`src/nnds_pkg.sv`:
```
`default_nettype none

package nnds_pkg;

   // largest frame edge, and the widths that follow from the field widths
   localparam int MAX_DIM = 4096;
   localparam int DIM_W   = 13;
   localparam int COORD_W = 12;
   localparam int CSR_IDX_W = 2;

   localparam logic [DIM_W-1:0] RST_SOURCE_WIDTH  = 13'd1920;
   localparam logic [DIM_W-1:0] RST_SOURCE_HEIGHT = 13'd1080;
   localparam logic [DIM_W-1:0] RST_TARGET_WIDTH  = 13'd192;
   localparam logic [DIM_W-1:0] RST_TARGET_HEIGHT = 13'd108;

   typedef enum logic [CSR_IDX_W-1:0] {
      REG_SOURCE_WIDTH  = 2'd0,
      REG_SOURCE_HEIGHT = 2'd1,
      REG_TARGET_WIDTH  = 2'd2,
      REG_TARGET_HEIGHT = 2'd3
   } csr_reg_type;

   // frame geometry with the targets already limited to the source size
   typedef struct packed {
      logic [DIM_W-1:0] src_w;
      logic [DIM_W-1:0] src_h;
      logic [DIM_W-1:0] tgt_w;
      logic [DIM_W-1:0] tgt_h;
   } geometry_type;

   // zero counts as one, anything above the maximum as the maximum
   function automatic logic [DIM_W-1:0] clamp_dim(input logic [DIM_W-1:0] value);
      logic [DIM_W-1:0] result;
      result = value;
      if (value == '0) begin
         result = DIM_W'(1);
      end else if (value > DIM_W'(MAX_DIM)) begin
         result = DIM_W'(MAX_DIM);
      end
      return result;
   endfunction

endpackage

`default_nettype wire

```
`src/nearest_neighbor_downscaler_core.sv`:
```
// channel   | direction | ports                                  | contents
// ----------+-----------+----------------------------------------+---------------------------
// request   | in        | req_tvalid req_tready req_tdata        | one source pixel
// response  | out       | rsp_tvalid rsp_tready rsp_tdata        | pixel, target col and row
//           |           | rsp_tlast                              | last pixel of scaled frame
// control   | in        | csr_valid csr_ready csr_index csr_data | size register write
//
// one source pixel per cycle sustained unless the response stalls or a register write or
// ratio calculation is pending; a selected pixel passes the input register and then the
// result register, a skipped one only the input register; after reset and after every
// register write the two step ratios come from bit-serial dividers, which keep req_tready low
// a register write waits for an empty input register and holds off req_tready
// reset is synchronous and active high; it restores the default frame sizes
// a selected pixel waiting on a stalled response keeps req_tready low
`default_nettype none

module nearest_neighbor_downscaler_core
   import nnds_pkg::*;
   #(
      parameter int FRAC_BITS       = 16,
      parameter int BYTES_PER_PIXEL = 4
   )
   (
      input  wire logic                          clock,
      input  wire logic                          reset,
      // request channel
      input  wire logic                          req_tvalid,
      output logic                               req_tready,
      input  wire logic [8*BYTES_PER_PIXEL-1:0]  req_tdata,   // pixel_in
      // response channel
      output logic                               rsp_tvalid,
      input  wire logic                          rsp_tready,
      output logic [((8*BYTES_PER_PIXEL+2*COORD_W+7)/8)*8-1:0] rsp_tdata,
                                          // pixel_out, dest_col, dest_row
      output logic                               rsp_tlast,   // frame_last
      // control channel
      input  wire logic                          csr_valid,
      output logic                               csr_ready,
      input  wire logic [CSR_IDX_W-1:0]          csr_index,
      input  wire logic [DIM_W-1:0]              csr_data
   );

   localparam int PIX_W      = 8 * BYTES_PER_PIXEL;
   localparam int RSP_DATA_W = ((PIX_W + 2 * COORD_W + 7) / 8) * 8;
   localparam int POS_W      = DIM_W + FRAC_BITS;

   geometry_type       geometry;
   logic [POS_W-1:0]   col_ratio, row_ratio;
   logic               ratio_busy;
   logic               csr_write;

   // input register
   logic               in_valid_ff, in_valid_in;
   logic [PIX_W-1:0]   pixel_ff, pixel_in;

   // result register
   logic               out_valid_ff, out_valid_in;
   logic [PIX_W-1:0]   out_pixel_ff, out_pixel_in;
   logic [COORD_W-1:0] out_col_ff, out_col_in;
   logic [COORD_W-1:0] out_row_ff, out_row_in;
   logic               out_last_ff, out_last_in;

   logic               hit;
   logic [COORD_W-1:0] dest_col, dest_row;
   logic               frame_last;
   logic               out_free, consume, req_xfer, load_out;

   // a held pixel is scanned before any register write restarts the frame
   assign csr_ready = !in_valid_ff;
   assign csr_write = csr_valid && csr_ready;

   nnds_ratio_unit #(.FRAC_BITS(FRAC_BITS)) u_ratio (
      .clock     (clock),
      .reset     (reset),
      .csr_valid (csr_write),
      .csr_index (csr_index),
      .csr_data  (csr_data),
      .geometry  (geometry),
      .col_ratio (col_ratio),
      .row_ratio (row_ratio),
      .busy      (ratio_busy)
   );

   nnds_scan #(.FRAC_BITS(FRAC_BITS)) u_scan (
      .clock      (clock),
      .reset      (reset),
      .restart    (csr_write),
      .step       (in_valid_ff && consume),
      .geometry   (geometry),
      .col_ratio  (col_ratio),
      .row_ratio  (row_ratio),
      .hit        (hit),
      .dest_col   (dest_col),
      .dest_row   (dest_row),
      .frame_last (frame_last)
   );

   // a held pixel leaves the input register when it is skipped or the result
   // register can take it; a pending register write goes first
   assign out_free   = !out_valid_ff || rsp_tready;
   assign consume    = !hit || out_free;
   assign req_tready = !ratio_busy && !csr_valid && (!in_valid_ff || consume);
   assign req_xfer   = req_tvalid && req_tready;
   assign load_out   = in_valid_ff && hit && out_free;

   always_comb begin
      in_valid_in = in_valid_ff;
      pixel_in    = pixel_ff;
      if (csr_write) begin
         in_valid_in = 1'b0;
      end else if (req_xfer) begin
         in_valid_in = 1'b1;
         pixel_in    = req_tdata;
      end else if (consume) begin
         in_valid_in = 1'b0;
      end
   end

   always_comb begin
      out_valid_in = out_valid_ff;
      out_pixel_in = out_pixel_ff;
      out_col_in   = out_col_ff;
      out_row_in   = out_row_ff;
      out_last_in  = out_last_ff;
      if (load_out) begin
         out_valid_in = 1'b1;
         out_pixel_in = pixel_ff;
         out_col_in   = dest_col;
         out_row_in   = dest_row;
         out_last_in  = frame_last;
      end else if (rsp_tready) begin
         out_valid_in = 1'b0;
      end
   end

   always_ff @(posedge clock) begin
      if (reset) begin
         in_valid_ff  <= 1'b0;
         out_valid_ff <= 1'b0;
      end else begin
         in_valid_ff  <= in_valid_in;
         out_valid_ff <= out_valid_in;
      end
      pixel_ff     <= pixel_in;
      out_pixel_ff <= out_pixel_in;
      out_col_ff   <= out_col_in;
      out_row_ff   <= out_row_in;
      out_last_ff  <= out_last_in;
   end

   assign rsp_tvalid = out_valid_ff;
   assign rsp_tdata  = RSP_DATA_W'({out_row_ff, out_col_ff, out_pixel_ff});
   assign rsp_tlast  = out_last_ff;

endmodule

`default_nettype wire

```
`src/nnds_divider.sv`:
```
`default_nettype none

// restoring divider, one quotient bit per cycle
module nnds_divider
   #(
      parameter int NUM_W = 29,
      parameter int DEN_W = 13
   )
   (
      input  wire logic             clock,
      input  wire logic             reset,
      input  wire logic             start,
      input  wire logic [NUM_W-1:0] numerator,
      input  wire logic [DEN_W-1:0] denominator,
      output logic                  busy,
      output logic [NUM_W-1:0]      quotient
   );

   localparam int CNT_W = $clog2(NUM_W + 1);

   logic [CNT_W-1:0] count_ff, count_in;
   logic [NUM_W-1:0] quot_ff, quot_in;
   logic [DEN_W-1:0] rem_ff, rem_in;
   logic [DEN_W-1:0] den_ff, den_in;
   logic [DEN_W:0]   rem_shift;
   logic             fits;

   assign rem_shift = {rem_ff, quot_ff[NUM_W-1]};
   assign fits      = rem_shift >= {1'b0, den_ff};

   always_comb begin
      count_in = count_ff;
      quot_in  = quot_ff;
      rem_in   = rem_ff;
      den_in   = den_ff;
      if (start) begin
         count_in = CNT_W'(NUM_W);
         quot_in  = numerator;
         rem_in   = '0;
         den_in   = denominator;
      end else if (count_ff != '0) begin
         count_in = count_ff - CNT_W'(1);
         quot_in  = {quot_ff[NUM_W-2:0], fits};
         rem_in   = fits ? DEN_W'(rem_shift - {1'b0, den_ff}) : rem_shift[DEN_W-1:0];
      end
   end

   always_ff @(posedge clock) begin
      if (reset) begin
         count_ff <= '0;
      end else begin
         count_ff <= count_in;
      end
      quot_ff <= quot_in;
      rem_ff  <= rem_in;
      den_ff  <= den_in;
   end

   assign busy     = count_ff != '0;
   assign quotient = quot_ff;

endmodule

`default_nettype wire

```
`src/nnds_ratio_unit.sv`:
```
`default_nettype none

// size registers and the two step ratios derived from them
module nnds_ratio_unit
   import nnds_pkg::*;
   #(
      parameter int FRAC_BITS = 16
   )
   (
      input  wire logic                         clock,
      input  wire logic                         reset,
      input  wire logic                         csr_valid,
      input  wire logic [CSR_IDX_W-1:0]         csr_index,
      input  wire logic [DIM_W-1:0]             csr_data,
      output geometry_type                      geometry,
      output logic [DIM_W+FRAC_BITS-1:0]        col_ratio,
      output logic [DIM_W+FRAC_BITS-1:0]        row_ratio,
      output logic                              busy
   );

   localparam int POS_W = DIM_W + FRAC_BITS;

   logic [DIM_W-1:0] src_w_ff, src_w_in;
   logic [DIM_W-1:0] src_h_ff, src_h_in;
   logic [DIM_W-1:0] tgt_w_ff, tgt_w_in;
   logic [DIM_W-1:0] tgt_h_ff, tgt_h_in;
   logic             start_ff;
   logic             col_busy, row_busy;
   logic [DIM_W-1:0] clamped;

   assign clamped = clamp_dim(csr_data);

   always_comb begin
      src_w_in = src_w_ff;
      src_h_in = src_h_ff;
      tgt_w_in = tgt_w_ff;
      tgt_h_in = tgt_h_ff;
      if (csr_valid) begin
         unique case (csr_reg_type'(csr_index))
            REG_SOURCE_WIDTH:  src_w_in = clamped;
            REG_SOURCE_HEIGHT: src_h_in = clamped;
            REG_TARGET_WIDTH:  tgt_w_in = clamped;
            REG_TARGET_HEIGHT: tgt_h_in = clamped;
            default:           src_w_in = src_w_ff;
         endcase
      end
   end

   always_ff @(posedge clock) begin
      if (reset) begin
         src_w_ff <= RST_SOURCE_WIDTH;
         src_h_ff <= RST_SOURCE_HEIGHT;
         tgt_w_ff <= RST_TARGET_WIDTH;
         tgt_h_ff <= RST_TARGET_HEIGHT;
         start_ff <= 1'b1;
      end else begin
         src_w_ff <= src_w_in;
         src_h_ff <= src_h_in;
         tgt_w_ff <= tgt_w_in;
         tgt_h_ff <= tgt_h_in;
         start_ff <= csr_valid;
      end
   end

   // downscaling only: a target above the source is held at the source size
   assign geometry.src_w = src_w_ff;
   assign geometry.src_h = src_h_ff;
   assign geometry.tgt_w = (tgt_w_ff < src_w_ff) ? tgt_w_ff : src_w_ff;
   assign geometry.tgt_h = (tgt_h_ff < src_h_ff) ? tgt_h_ff : src_h_ff;

   nnds_divider #(.NUM_W(POS_W), .DEN_W(DIM_W)) u_col_div (
      .clock       (clock),
      .reset       (reset),
      .start       (start_ff),
      .numerator   ({geometry.src_w, {FRAC_BITS{1'b0}}}),
      .denominator (geometry.tgt_w),
      .busy        (col_busy),
      .quotient    (col_ratio)
   );

   nnds_divider #(.NUM_W(POS_W), .DEN_W(DIM_W)) u_row_div (
      .clock       (clock),
      .reset       (reset),
      .start       (start_ff),
      .numerator   ({geometry.src_h, {FRAC_BITS{1'b0}}}),
      .denominator (geometry.tgt_h),
      .busy        (row_busy),
      .quotient    (row_ratio)
   );

   assign busy = start_ff || col_busy || row_busy;

endmodule

`default_nettype wire

```
`src/nnds_scan.sv`:
```
`default_nettype none

// source and target position tracking, hit decision per pixel
module nnds_scan
   import nnds_pkg::*;
   #(
      parameter int FRAC_BITS = 16
   )
   (
      input  wire logic                  clock,
      input  wire logic                  reset,
      input  wire logic                  restart,
      input  wire logic                  step,
      input  wire geometry_type          geometry,
      input  wire logic [DIM_W+FRAC_BITS-1:0] col_ratio,
      input  wire logic [DIM_W+FRAC_BITS-1:0] row_ratio,
      output logic                       hit,
      output logic [COORD_W-1:0]         dest_col,
      output logic [COORD_W-1:0]         dest_row,
      output logic                       frame_last
   );

   localparam int POS_W = DIM_W + FRAC_BITS;

   logic [COORD_W-1:0] src_col_ff, src_col_in;
   logic [COORD_W-1:0] src_row_ff, src_row_in;
   logic [DIM_W-1:0]   dst_col_ff, dst_col_in;
   logic [DIM_W-1:0]   dst_row_ff, dst_row_in;
   logic [POS_W-1:0]   want_col_ff, want_col_in;
   logic [POS_W-1:0]   want_row_ff, want_row_in;
   logic               row_hit, col_hit, col_end, row_end;

   assign row_hit = (dst_row_ff < geometry.tgt_h)
                    && ({1'b0, src_row_ff} == want_row_ff[POS_W-1:FRAC_BITS]);
   assign col_hit = (dst_col_ff < geometry.tgt_w)
                    && ({1'b0, src_col_ff} == want_col_ff[POS_W-1:FRAC_BITS]);
   assign hit     = row_hit && col_hit;
   assign col_end = ({1'b0, src_col_ff} + DIM_W'(1)) >= geometry.src_w;
   assign row_end = ({1'b0, src_row_ff} + DIM_W'(1)) >= geometry.src_h;

   always_comb begin
      src_col_in  = src_col_ff;
      src_row_in  = src_row_ff;
      dst_col_in  = dst_col_ff;
      dst_row_in  = dst_row_ff;
      want_col_in = want_col_ff;
      want_row_in = want_row_ff;
      if (restart) begin
         src_col_in  = '0;
         src_row_in  = '0;
         dst_col_in  = '0;
         dst_row_in  = '0;
         want_col_in = '0;
         want_row_in = '0;
      end else if (step) begin
         if (hit) begin
            dst_col_in  = dst_col_ff + DIM_W'(1);
            want_col_in = want_col_ff + col_ratio;
         end
         if (col_end) begin
            src_col_in  = '0;
            dst_col_in  = '0;
            want_col_in = '0;
            if (row_hit) begin
               dst_row_in  = dst_row_ff + DIM_W'(1);
               want_row_in = want_row_ff + row_ratio;
            end
            if (row_end) begin
               src_row_in  = '0;
               dst_row_in  = '0;
               want_row_in = '0;
            end else begin
               src_row_in = src_row_ff + COORD_W'(1);
            end
         end else begin
            src_col_in = src_col_ff + COORD_W'(1);
         end
      end
   end

   always_ff @(posedge clock) begin
      if (reset) begin
         src_col_ff  <= '0;
         src_row_ff  <= '0;
         dst_col_ff  <= '0;
         dst_row_ff  <= '0;
         want_col_ff <= '0;
         want_row_ff <= '0;
      end else begin
         src_col_ff  <= src_col_in;
         src_row_ff  <= src_row_in;
         dst_col_ff  <= dst_col_in;
         dst_row_ff  <= dst_row_in;
         want_col_ff <= want_col_in;
         want_row_ff <= want_row_in;
      end
   end

   assign dest_col   = dst_col_ff[COORD_W-1:0];
   assign dest_row   = dst_row_ff[COORD_W-1:0];
   assign frame_last = (dst_col_ff == geometry.tgt_w - DIM_W'(1))
                       && (dst_row_ff == geometry.tgt_h - DIM_W'(1));

endmodule

`default_nettype wire

```
`config.mk`:
```
export PLATFORM = sky130hd
export DESIGN_NAME = nearest_neighbor_downscaler_core
export DESIGN_NICKNAME = d
export VERILOG_FILES = /design/src/nnds_pkg.sv /design/src/nearest_neighbor_downscaler_core.sv /design/src/nnds_divider.sv /design/src/nnds_ratio_unit.sv /design/src/nnds_scan.sv
export SDC_FILE = /design/constraint.sdc
export NUM_CORES = 1
export LEC_CHECK = 0
export BUFFER_PORTS_ARGS = -buffer_cell sky130_fd_sc_hd__buf_4
export CAP_MARGIN = 20
export CORE_UTILIZATION = 56
export CTS_CLUSTER_DIAMETER = 100
export DETAILED_ROUTE_END_ITERATION = 12
export PLACE_DENSITY_LB_ADDON = 0.05
export SYNTH_ARGS = -nofsm -noshare
export SYNTH_HDL_FRONTEND = slang
export SYNTH_SLANG_ARGS = --single-unit
export TNS_END_PERCENT = 20
```
`constraint.sdc`:
```
create_clock -name clock -period 6.8 [get_ports clock]
set_input_delay 0.68 -clock clock [delete_from_list [all_inputs] [get_ports clock]]
set_output_delay 0.68 -clock clock [all_outputs]
set_load 0.01 [all_outputs]
```
After elaboration in Yosys (flattened, before gate mapping) --
Index checks and enable logic that the tools add are counted.
Word-level totals: output and inout port bits 60, word-level logic and storage cells 130, bits of input ports 52, bits in registers 372
Operators by class: add/sub/neg operators 14, bitwise gates (word level) 1, equal/unequal tests 7, reduce and logical (&&, ||, !) cells 41, muxes and demuxes 28, magnitude comparators 9
Operators with widths (number):
- $mux W29 | 8
- $mux W13 | 10
- $add A29 B29 Y29 | 2
- $lt A13 B13 Y1 | 4
- $ge A14 B13 Y1 | 2
- $add A12 B1 Y13 const B | 2
- $add A13 B1 Y13 const B | 2
- $eq A12 B13 Y1 | 2
- $eq A13 B13 Y1 | 2
- $ge A13 B13 Y1 | 2
- $sub A13 B1 Y13 const B | 2
- $sub A13 B13 Y13 | 2
- $add A12 B1 Y12 const B | 2
- $mux W12 | 2
- $mux W5 | 4
- $reduce_and A2 Y1 | 7
- $gt A13 B13 Y1 const B | 1
- $logic_not A13 Y1 | 1
- $reduce_bool A2 Y1 | 6
- $logic_and A1 B1 Y1 | 11
- $reduce_bool A5 Y1 | 2
- $sub A5 B1 Y5 const B | 2
- $logic_not A1 Y1 | 5
- $logic_or A1 B1 Y1 | 5
- 7 further kinds | 12

Depth between registers and ports, before layout --
Gate-level depths: netlist of the first run.
depth after elaboration 11, depth in mapped cells 25, gate-level depth less buffers 19

Hierarchy --
A second synthesis of the first run with hierarchy kept.
Unflattened totals: cell total of the unflattened synthesis 2246, area, all modules 21956.1 µm²
By module, submodules not included:
- nnds_scan | cells each 1231, times used 1, area an instance 9651.8 µm²
- nnds_divider | cells each 279, times used 2, area an instance 3273.1 µm²
- nnds_ratio_unit | cells each 352, times used 1, area an instance 2949.1 µm²
- nearest_neighbor_downscaler_core | cells each 105, times used 1, area an instance 2808.9 µm²

Least setup slack after synthesis of the first run --
Ideal clock, no wire load.
kind register to register, start point register u_ratio.src_h_ff[8], end point register out_col_ff[0] (enable), data required time 6.328 ns, library setup time 0.472 ns, clock period less this slack 6.980 ns, arrival time 6.508 ns, path buffers 3, stages on the path, launching flop included 21, slack -0.180 ns, cells stage by stage dfxtp_1 inv_1 ha_1 and4_1 o21ai_0 or4_1 buf_4 nand3_2 clkbuf_1 buf_2 mux2i_1 ha_1 nand2b_1 a21oi_1 o41ai_1 o21ai_0 nor2_1 o41ai_2 nor2_1 nand2_1 nor2_1
Between the ends: longest elaborated chain between the ends 7
Ends and longest elaborated chain:
- from (decl) | line nnds_ratio_unit.sv:24 | logic [DIM_W-1:0] src_h_ff, src_h_in;
- from (signal assigned) | line nnds_ratio_unit.sv:58 | src_h_ff <= src_h_in;
- $lt A13 B13 Y1 | line nnds_ratio_unit.sv:69 | assign geometry.tgt_h = (tgt_h_ff < src_h_ff) ? tgt_h_ff : src_h_ff;
- $mux W13 * | line nnds_ratio_unit.sv:69
- $lt A13 B13 Y1 * | line nnds_scan.sv:33 | assign row_hit = (dst_row_ff < geometry.tgt_h)
- $logic_and A1 B1 Y1 * | line nnds_scan.sv:34 | && ({1'b0, src_row_ff} == want_row_ff[POS_W-1:FRAC_BITS]);
- $logic_and A1 B1 Y1 * | line nnds_scan.sv:37 | assign hit = row_hit && col_hit;
- $logic_and A1 B1 Y1 * (2 in series) | line nearest_neighbor_downscaler_core.sv:104 | assign load_out = in_valid_ff && hit && out_free;
- named net load_out | line nearest_neighbor_downscaler_core.sv:66 | logic out_free, consume, req_xfer, load_out;
- to (signal assigned) | line nearest_neighbor_downscaler_core.sv:146 | out_col_ff <= out_col_in;
- to (decl) | line nearest_neighbor_downscaler_core.sv:59 | logic [COORD_W-1:0] out_col_ff, out_col_in;
Mark *: on every way through the listed nets, which the timed path passes. The rest lies on a longest branch. A chain may end at the register's enable or synchronous reset.

==> results.md, run 1 <==
| Metric | This run |
| --- | --- |
| Routed wirelength normalized by instance count | 19.3 um |
| Proportion of synthesized flip-flops having asynchronous set or reset | 0% |
| Endpoint required time on the critical path | 6120 ps |
| Placement-stage cell area | 22500 sq um |
| Drt via density | 5.88 |
| Post-synth EDFFs | 141 |
| Drt total wl | 56.5 mm |
| Worst slack at placement | 827 ps |
| Most area-consuming cells after synthesis | dfxtp_1 22%, edfxtp_1 20%, ha_1 9.7% |
| Total inserted antenna cells | 0 |
| Count of buffers inserted at the top-level ports | 111 |
| Smallest setup slack after layout | 595 ps |
| Register area share after synthesis | 42.0% |
| Data arrival time at the worst-slack endpoint | 5520 ps |
| Worst skew pair latency | 580 ps |
| Overflow left after global routing | 0 |
| Area fraction of the dominant cell type after synthesis | 21.9% |
| Launching point of the worst reg2reg path | u_ratio.src_h_ff[3] |
| Critical path type | flip-flop to primary output |
| Clock tree buffer depth | 3 |
| Initial cell density of the core | 57.2% |
| P&R area growth vs syn | 13.2% |
| HP Class | primary input to flip-flop |
| Max Fclk | 0.161 GHz |
| Leading area contributor after synthesis | dfxtp_1 |
| Overall power of the completed layout | 5.22 mW |
| Global-route wire length before repair | 89.4 mm |
| Final net count | 2610 |
| Antenna Violating Nets Remaining | 0 |
| Global routing usage summed across all routing layers | 29.4% |
| Power density normalized to cell area | 218 nW/um^2 |
| Worst IR drop on VDD | 209 uV |
| Post-synth design cell area | 21100 sq um |
| Fin area | 23900 sq um |
| Estimated wirelength of the detail-placed design | 41.7 mm |
| Outcome | complete, no violations |
| Largest fanout on the critical path | 27 |
| Kind of capture point of the worst setup path | primary output |
| CTS Root Cell | clkbuf_16 |
| Minimum clock period after layout | 6200 ps |
| Prevailing post-synth register cell | dfxtp_1 |
| Total of max-cap violations | 0 |
| TritonCTS Buffers | 41 |
| Critical path launch point type | flip-flop |
| Final Hold Viols | 0 |
| Unique masters post-synth | 80 |
| Max-slew headroom | 30.1% |
| Mapped Nets | 2519 |
| Startpoint of the lowest-slack hold path | req_tdata[13] |
| Drt first-iter violations | 984 |
| Number of antenna violations at the first check in global routing | 0 |
| Unrepaired setup endpoints after global routing | no |
| Synthesized instance count | 2299 |
| Static Leak | 9.96 nW |
| FF+latch count, synth | 372 |
| Worst-path clk slew | 60 ps |
| Via count | 17.2k |
| Remaining DRCs | 0 |
| Number of global-route vias before repair | 16.8k |
| Warnings from Yosys | 0 |
| Share of cells above drive strength 1 | 10.2% |
| Die width | 196 um |
| Worst-case clock skew | 28.5 ps |
| Critical path startpoint | u_ratio.src_h_ff[3] |
| DIE HEIGHT | 196 um |
| Finish-stage setup viols | 0 |
| Total clock sinks | 372 |
| Placeable Area | 36900 sq um |
| Clock tree from TritonCTS | built |
| Routability congestion estimate from global placement | 0.905 |
| Pins Over Slew Limit | 0 |
| Slew at the pin with the worst max-slew slack | 1050 ps |
| Total negative slack | 0 ps |
| Die ar. | 38500 sq um |
| First-pass iteration count of the detailed router | 6 |
| Number of ports placed on the die boundary | 112 |
| Core Rows | 70 |
| Pin count of the biggest net entering global routing | 65 |
| Post-Synthesis Mean Instance Area | 9.18 sq um |
| Part of the cycle the worst path needs | 91.2% |
| Depth of the CTS H-tree | 2 |
## Yosys cell counts, types with 11 or more instances
cell type / n
nand2_1: 277
dfxtp_1: 231
a21oi_1: 195
nor2_1: 180
ha_1: 164
edfxtp_1: 141
inv_1: 116
o21ai_0: 104
xnor2_1: 83
xor2_1: 74
clkbuf_1: 70
nand3_1: 57
mux2i_1: 51
nor3_1: 38
a211oi_1: 36
a21o_1: 35
and3_1: 34
a22o_1: 25
or3_1: 25
a22oi_1: 24
o21a_1: 23
nand4_1: 22
nor2b_1: 22
a31oi_1: 21
o31ai_1: 21
nand2b_1: 16
nor4_1: 16
or4_1: 16
buf_2: 14
a211o_1: 13
and2_1: 13
o211ai_1: 11
## area by class of cell
type                       count  area (sq um)
clock buffer                  52          1160
clock inverter                22           233
fill                        3105         13000
inverter                     116           435
multi-input combinational   1722         11500
sequential                   372          8860
tap                          504           631
timing repair buffer         137          1050
## path summary, 6_finish.rpt
| kind | slack [ps] | depth (start not counted) | endpoint |
|---|---|---|---|
| max | 600 | 18 | req_tready |
| min | 290 | 1 | pixel_ff[13] |
| max reg2reg | 1100 | 16 | u_scan.dst_col_ff[10] |
| min reg2reg | 420 | 0 | out_pixel_ff[25] |
## report_power, final
| group | total (mW) | leakage, nW | switching (mW) | internal (mW) |
|---|---|---|---|---|
| registers | 2.41 | 3.29 | 0.0497 | 2.36 |
| logic | 0.518 | 5.98 | 0.305 | 0.213 |
| clock network | 2.29 | 0.681 | 0.928 | 1.36 |
| total | 5.22 | 9.96 | 1.28 | 3.93 |
## cell usage in the layout (no fill, tap or decap), types with 11 or more instances in the layout
cell type / synthesis / final
a211o_1: 13 / 13
a211oi_1: 36 / 36
a21o_1: 35 / 35
a21oi_1: 195 / 194
a22o_1: 25 / 25
a22oi_1: 24 / 24
a31oi_1: 21 / 19
and2_1: 13 / 13
and3_1: 34 / 34
buf_4: 1 / 135
clkbuf_16: 0 / 43
dfxtp_1: 231 / 230
edfxtp_1: 141 / 141
ha_1: 164 / 164
inv_1: 116 / 115
mux2i_1: 51 / 51
nand2_1: 277 / 277
nand2b_1: 16 / 16
nand3_1: 57 / 56
nand4_1: 22 / 22
nor2_1: 180 / 179
nor2b_1: 22 / 22
nor3_1: 38 / 38
nor4_1: 16 / 16
o211ai_1: 11 / 11
o21a_1: 23 / 23
o21ai_0: 104 / 104
o31ai_1: 21 / 21
or3_1: 25 / 25
or4_1: 16 / 16
xnor2_1: 83 / 83
xor2_1: 74 / 74
## stage by stage
step | cells | hold WS [ps] | util [%]
floorplan | 2299 | 400 | -
global placement | 2851 | 400 | 61.0
detailed placement | 2851 | 405 | 61.0
CTS | 2925 | 262 | 64.7
global route | 2925 | 266 | 64.8
finish | 2925 | 292 | 64.8
## state kept, by name, indices dropped and copies added, names as in the netlist, 29 cells and up
| register | count |
|---|---|
| out_pixel_ff | 32 |
| u_ratio.u_row_div.quotient | 29 |
| u_scan.want_col_ff | 29 |
| u_ratio.u_col_div.quotient | 29 |
| u_scan.want_row_ff | 29 |
| pixel_ff | 32 |
## layer usage
layer  routed length (um)  track usage, %  vias up
met5                    0               0        -
met4                 2180            13.1        0
met1                23600            35.4     8171
met3                 2400            3.85      131
li1                     -               -     8483
met2                28300            52.3      422
## repair_timing
item                       4_1_cts  5_1_grt
resized for setup                0        1
setup endpoints to repair        0        1
hold buffers                     0        0
setup buffers                    0        0
## critical path, stage by stage, from the launching register on
cell	delay, ps
dfxtp_1	470
inv_1	150
ha_1	250
or4_1	520
a21oi_2	130
or4_1	240
nand3_4	380
mux2i_1	340
inv_1	90
ha_1	190
nand2b_1	140
a21oi_1	130
o41ai_1	90
maj3_2	320
o41ai_2	740
nor2_1	300
nand3_1	180
and2_1	160
buf_4	130
## kinds of logic (layout without fill, tap and decap cells)
group                    after synthesis  in the layout  synth area share, %
AND/OR/NAND/NOR                      765            765                 17.3
AO/OA/AOI/OAI                        572            572                 17.4
flip-flops                           372            372                 42.0
buffers and inverters                205            327                 3.75
adder cells (fa/ha/maj)              169            169                 10.2
XOR/XNOR                             158            158                 6.62
multiplexers                          58             58                 2.85
Power figures use the tool's default switching activity.
==> inputs of run 2 (changes only) <==
Settings changed: CORE_UTILIZATION 56 to 60, GPL_ROUTABILITY_DRIVEN set to 0.
Clock period 6.8 ns to 6.7 ns, I/O delays scaled along.
==> run 2 against run 1 <==
Effect of this change: hold slack got worse by 7.4 ps; total power increased by 0.55%; clock-buffer cell count rose by 1; clock power about the same; critical path depth did not move; largest cell class unchanged; die area is 6.6% lower; utilization is 4.0 points higher; largest power group unchanged; sequential cell count is the same; register-to-register slack got worse by 180 ps; wire length is 3.4% lower; setup slack got worse by 170 ps; global-route usage up 1.2 points.
==> results.md, run 2 (synthesis gave the netlist of run 1 again) <==
| Metric | This run | Delta |
| --- | --- | --- |
| Number of global-route vias before repair | 17.1k | +1.7% |
| Critical path type | flip-flop to primary output |  |
| Total inserted antenna cells | 0 | unchanged |
| Cts hold-fix bufs | 0 | unchanged |
| Slew at the pin with the worst max-slew slack | 1030 ps | -15.2 ps |
| Part of the total power dissipated in combinational logic | 9.9% | about the same |
| DIE HEIGHT | 190 um | -3.4% |
| Met3 wirelength from detailed routing | 2.80 mm | +17% |
| Worst slack at placement | 817 ps | -9.58 ps |
| Unrepaired setup endpoints after global routing | no |  |
| Count of buffers inserted at the top-level ports | 111 | unchanged |
| Critical path launch point type | flip-flop |  |
| Met1 routed wirelength after detailed routing | 22.4 mm | -5.1% |
| Final net count | 2608 | -0.077% |
| Net switching power | 1.29 mW | +0.52% |
| Worst IR drop on VDD | 217 uV | +3.9% |
| Die width | 190 um | -3.4% |
| Via count | 17.5k | +1.6% |
| Share of cells above drive strength 1 | 10.0% | -0.20 points |
| Launching point of the worst reg2reg path | u_ratio.src_h_ff[10] |  |
| Top layer in use | met4 |  |
| Finish-stage setup viols | 0 | unchanged |
| # fillers | 2777 | -11% |
| Clock tree buffer depth | 3 | unchanged |
| Drt via density | 6.08 | +3.4% |
| Area taken by flip-flops and latches | 8860 sq um | unchanged |
| Placeable Area | 34500 sq um | -6.3% |
| Smallest setup slack after layout | 421 ps | -174 ps |
| Cell internal power dissipation | 3.95 mW | +0.56% |
| Estimated wirelength of the detail-placed design | 39.8 mm | -4.5% |
| Kind of capture point of the worst setup path | primary output |  |
| Clock Power Share | 43.5% | -0.4 points |
| Die ar. | 35900 sq um | -6.6% |
| Routed wirelength normalized by instance count | 19.0 um | -1.7% |
| Power density normalized to cell area | 221 nW/um^2 | +1.0% |
| Most common cell after layout, fill and taps aside | nand2_1 |  |
| Number of setup buffers added after CTS | 0 | unchanged |
| Minimum clock period after layout | 6280 ps |  |
| Drt total wl | 54.5 mm | -3.4% |
| Overflow left after global routing | 0 | unchanged |
| Clock tree from TritonCTS | built |  |
| Pin count of the biggest net entering global routing | 65 | unchanged |
| Combined area of the multi-input logic cells | 11500 sq um | about the same |
| Worst-case clock skew | 22.0 ps | -6.48 ps |
| Drt first-iter violations | 1091 | +11% |
| Commonest non-fill, non-tap cells in the layout | 277 x nand2_1, 230 x dfxtp_1, 194 x a21oi_1, 179 x nor2_1, 164 x ha_1 |  |
| HP Class | primary input to flip-flop |  |
| First-pass iteration count of the detailed router | 6 | unchanged |
| P&R area growth vs syn | 12.6% |  |
| Number of antenna violations at the first check in global routing | 0 | unchanged |
| Remaining DRCs | 0 | unchanged |
| Global-route wire length before repair | 87.9 mm | -1.7% |
| Startpoint of the lowest-slack hold path | req_tdata[25] |  |
| Depth of the CTS H-tree | 2 | unchanged |
| Global routing usage summed across all routing layers | 30.6% | +1.2 points |
| Max-slew headroom | 31.2% | +1.0 points |
| Antenna Violating Nets Remaining | 0 | unchanged |
| Leading registers by flop count | out_pixel_ff x32, pixel_ff x32 |  |
| Total negative slack | 0 ps | unchanged |
| Pins Over Slew Limit | 0 | unchanged |
| Part of the cycle the worst path needs | 93.7% |  |
| Largest fanout on the critical path | 27 | unchanged |
| Max Fclk | 0.159 GHz |  |
| Static Leak | 9.93 nW | -0.30% |
| Critical path startpoint | u_ratio.src_h_ff[10] |  |
| Final Hold Viols | 0 | unchanged |
| Worst skew pair latency | 570 ps | about the same |
| CTS Root Cell | clkbuf_16 |  |
| Initial cell density of the core | 61.1% | +3.9 points |
| Total of max-cap violations | 0 | unchanged |
| Number of ports placed on the die boundary | 112 | unchanged |
| TritonCTS Buffers | 41 | unchanged |
| Total clock sinks | 372 | unchanged |
| Sequential power share | 46.6% | +0.4 points |
| Met2 layer wire length in the routed design | 27.1 mm | -4.2% |
| Worst-path clk slew | 60 ps | about the same |
| Switching share of power | 24.6% | about the same |
| Endpoint required time on the critical path | 6030 ps | -90 ps |
| Data arrival time at the worst-slack endpoint | 5610 ps | +90 ps |
| Outcome | complete, no violations |  |
| Core Rows | 68 | -2.9% |
==> run 2: changes by cell type in the layout (fill, tap and decap cells not counted), sizes merged <==
cell / delta
clkinv: -2
inv: +3
clkbuf: +1
buf: -2
clkinvlp: -2
==> run 2: repair_timing <==
item                                   in CTS  in global routing
endpoints found under the hold margin       0                  0
setup endpoints to repair                   0                  1
resized for setup                           0                  2
==> run 2: final timing paths <==
check	end	slack (ps)	cells after the start
setup reg to reg	u_scan.dst_col_ff[7]	920	20
setup / recovery	req_tready	420	18
hold reg to reg	out_pixel_ff[29]	420	0
hold / removal	pixel_ff[25]	280	1
==> run 2: per-stage QoR <==
stage | utilization, % | instances | instance area, sq um | hold WS [ps] | total power, mW
6_report | 68.8 | 2874 | 23800 | 285 | 5.24
3_3_place_gp | 64.8 | 2799 | 22400 | 401 | 2.99
5_1_grt | 68.8 | 2874 | 23800 | 263 | 5.44
4_1_cts | 68.7 | 2873 | 23700 | 261 | 5.26
2_1_floorplan | - | 2299 | 21100 | 400 | 2.86
3_5_place_dp | 64.8 | 2799 | 22400 | 405 | 3.00
==> run 2: worst max-delay path: stages (launching register included) <==
cell     delay [ps]
dfxtp_1         490
inv_1           130
ha_1            320
and4_1          270
o31ai_1         100
or4_1           530
nand3_4         400
mux2_2          410
inv_1            70
ha_1            160
o21ai_0          90
a21oi_1         120
o41ai_1         100
maj3_2          320
o41ai_2         790
nor2_1          280
nand3_1         180
and2_1          150
buf_4           120
==> run 2: layer usage <==
layer / GRT usage (%) / up-vias
met3: 4.72 / 168
met1: 37.2 / 8285
met4: 12.7 / 0
met5: 0 / -
li1: - / 8488
met2: 53.7 / 536
==> run 2: power by group through the flow <==
stage	clock network, mW	logic (mW)	registers [mW]
4_1_cts	2.31	0.513	2.44
3_3_place_gp	0	0.496	2.49
5_1_grt	2.41	0.578	2.45
3_5_place_dp	0	0.510	2.49
6_report	2.28	0.519	2.44
2_1_floorplan	0	0.387	2.47
==> run 2: final cells by class <==
type / instances / share of cell area [%]
clock inverters: 21 / 0.948
well taps: 455 / 2.40
clock buffers: 53 / 4.73
inverters: 116 / 1.83
repair buffers: 135 / 4.37
flip-flops and latches: 372 / 37.3
multi-input cells: 1722 / 48.4
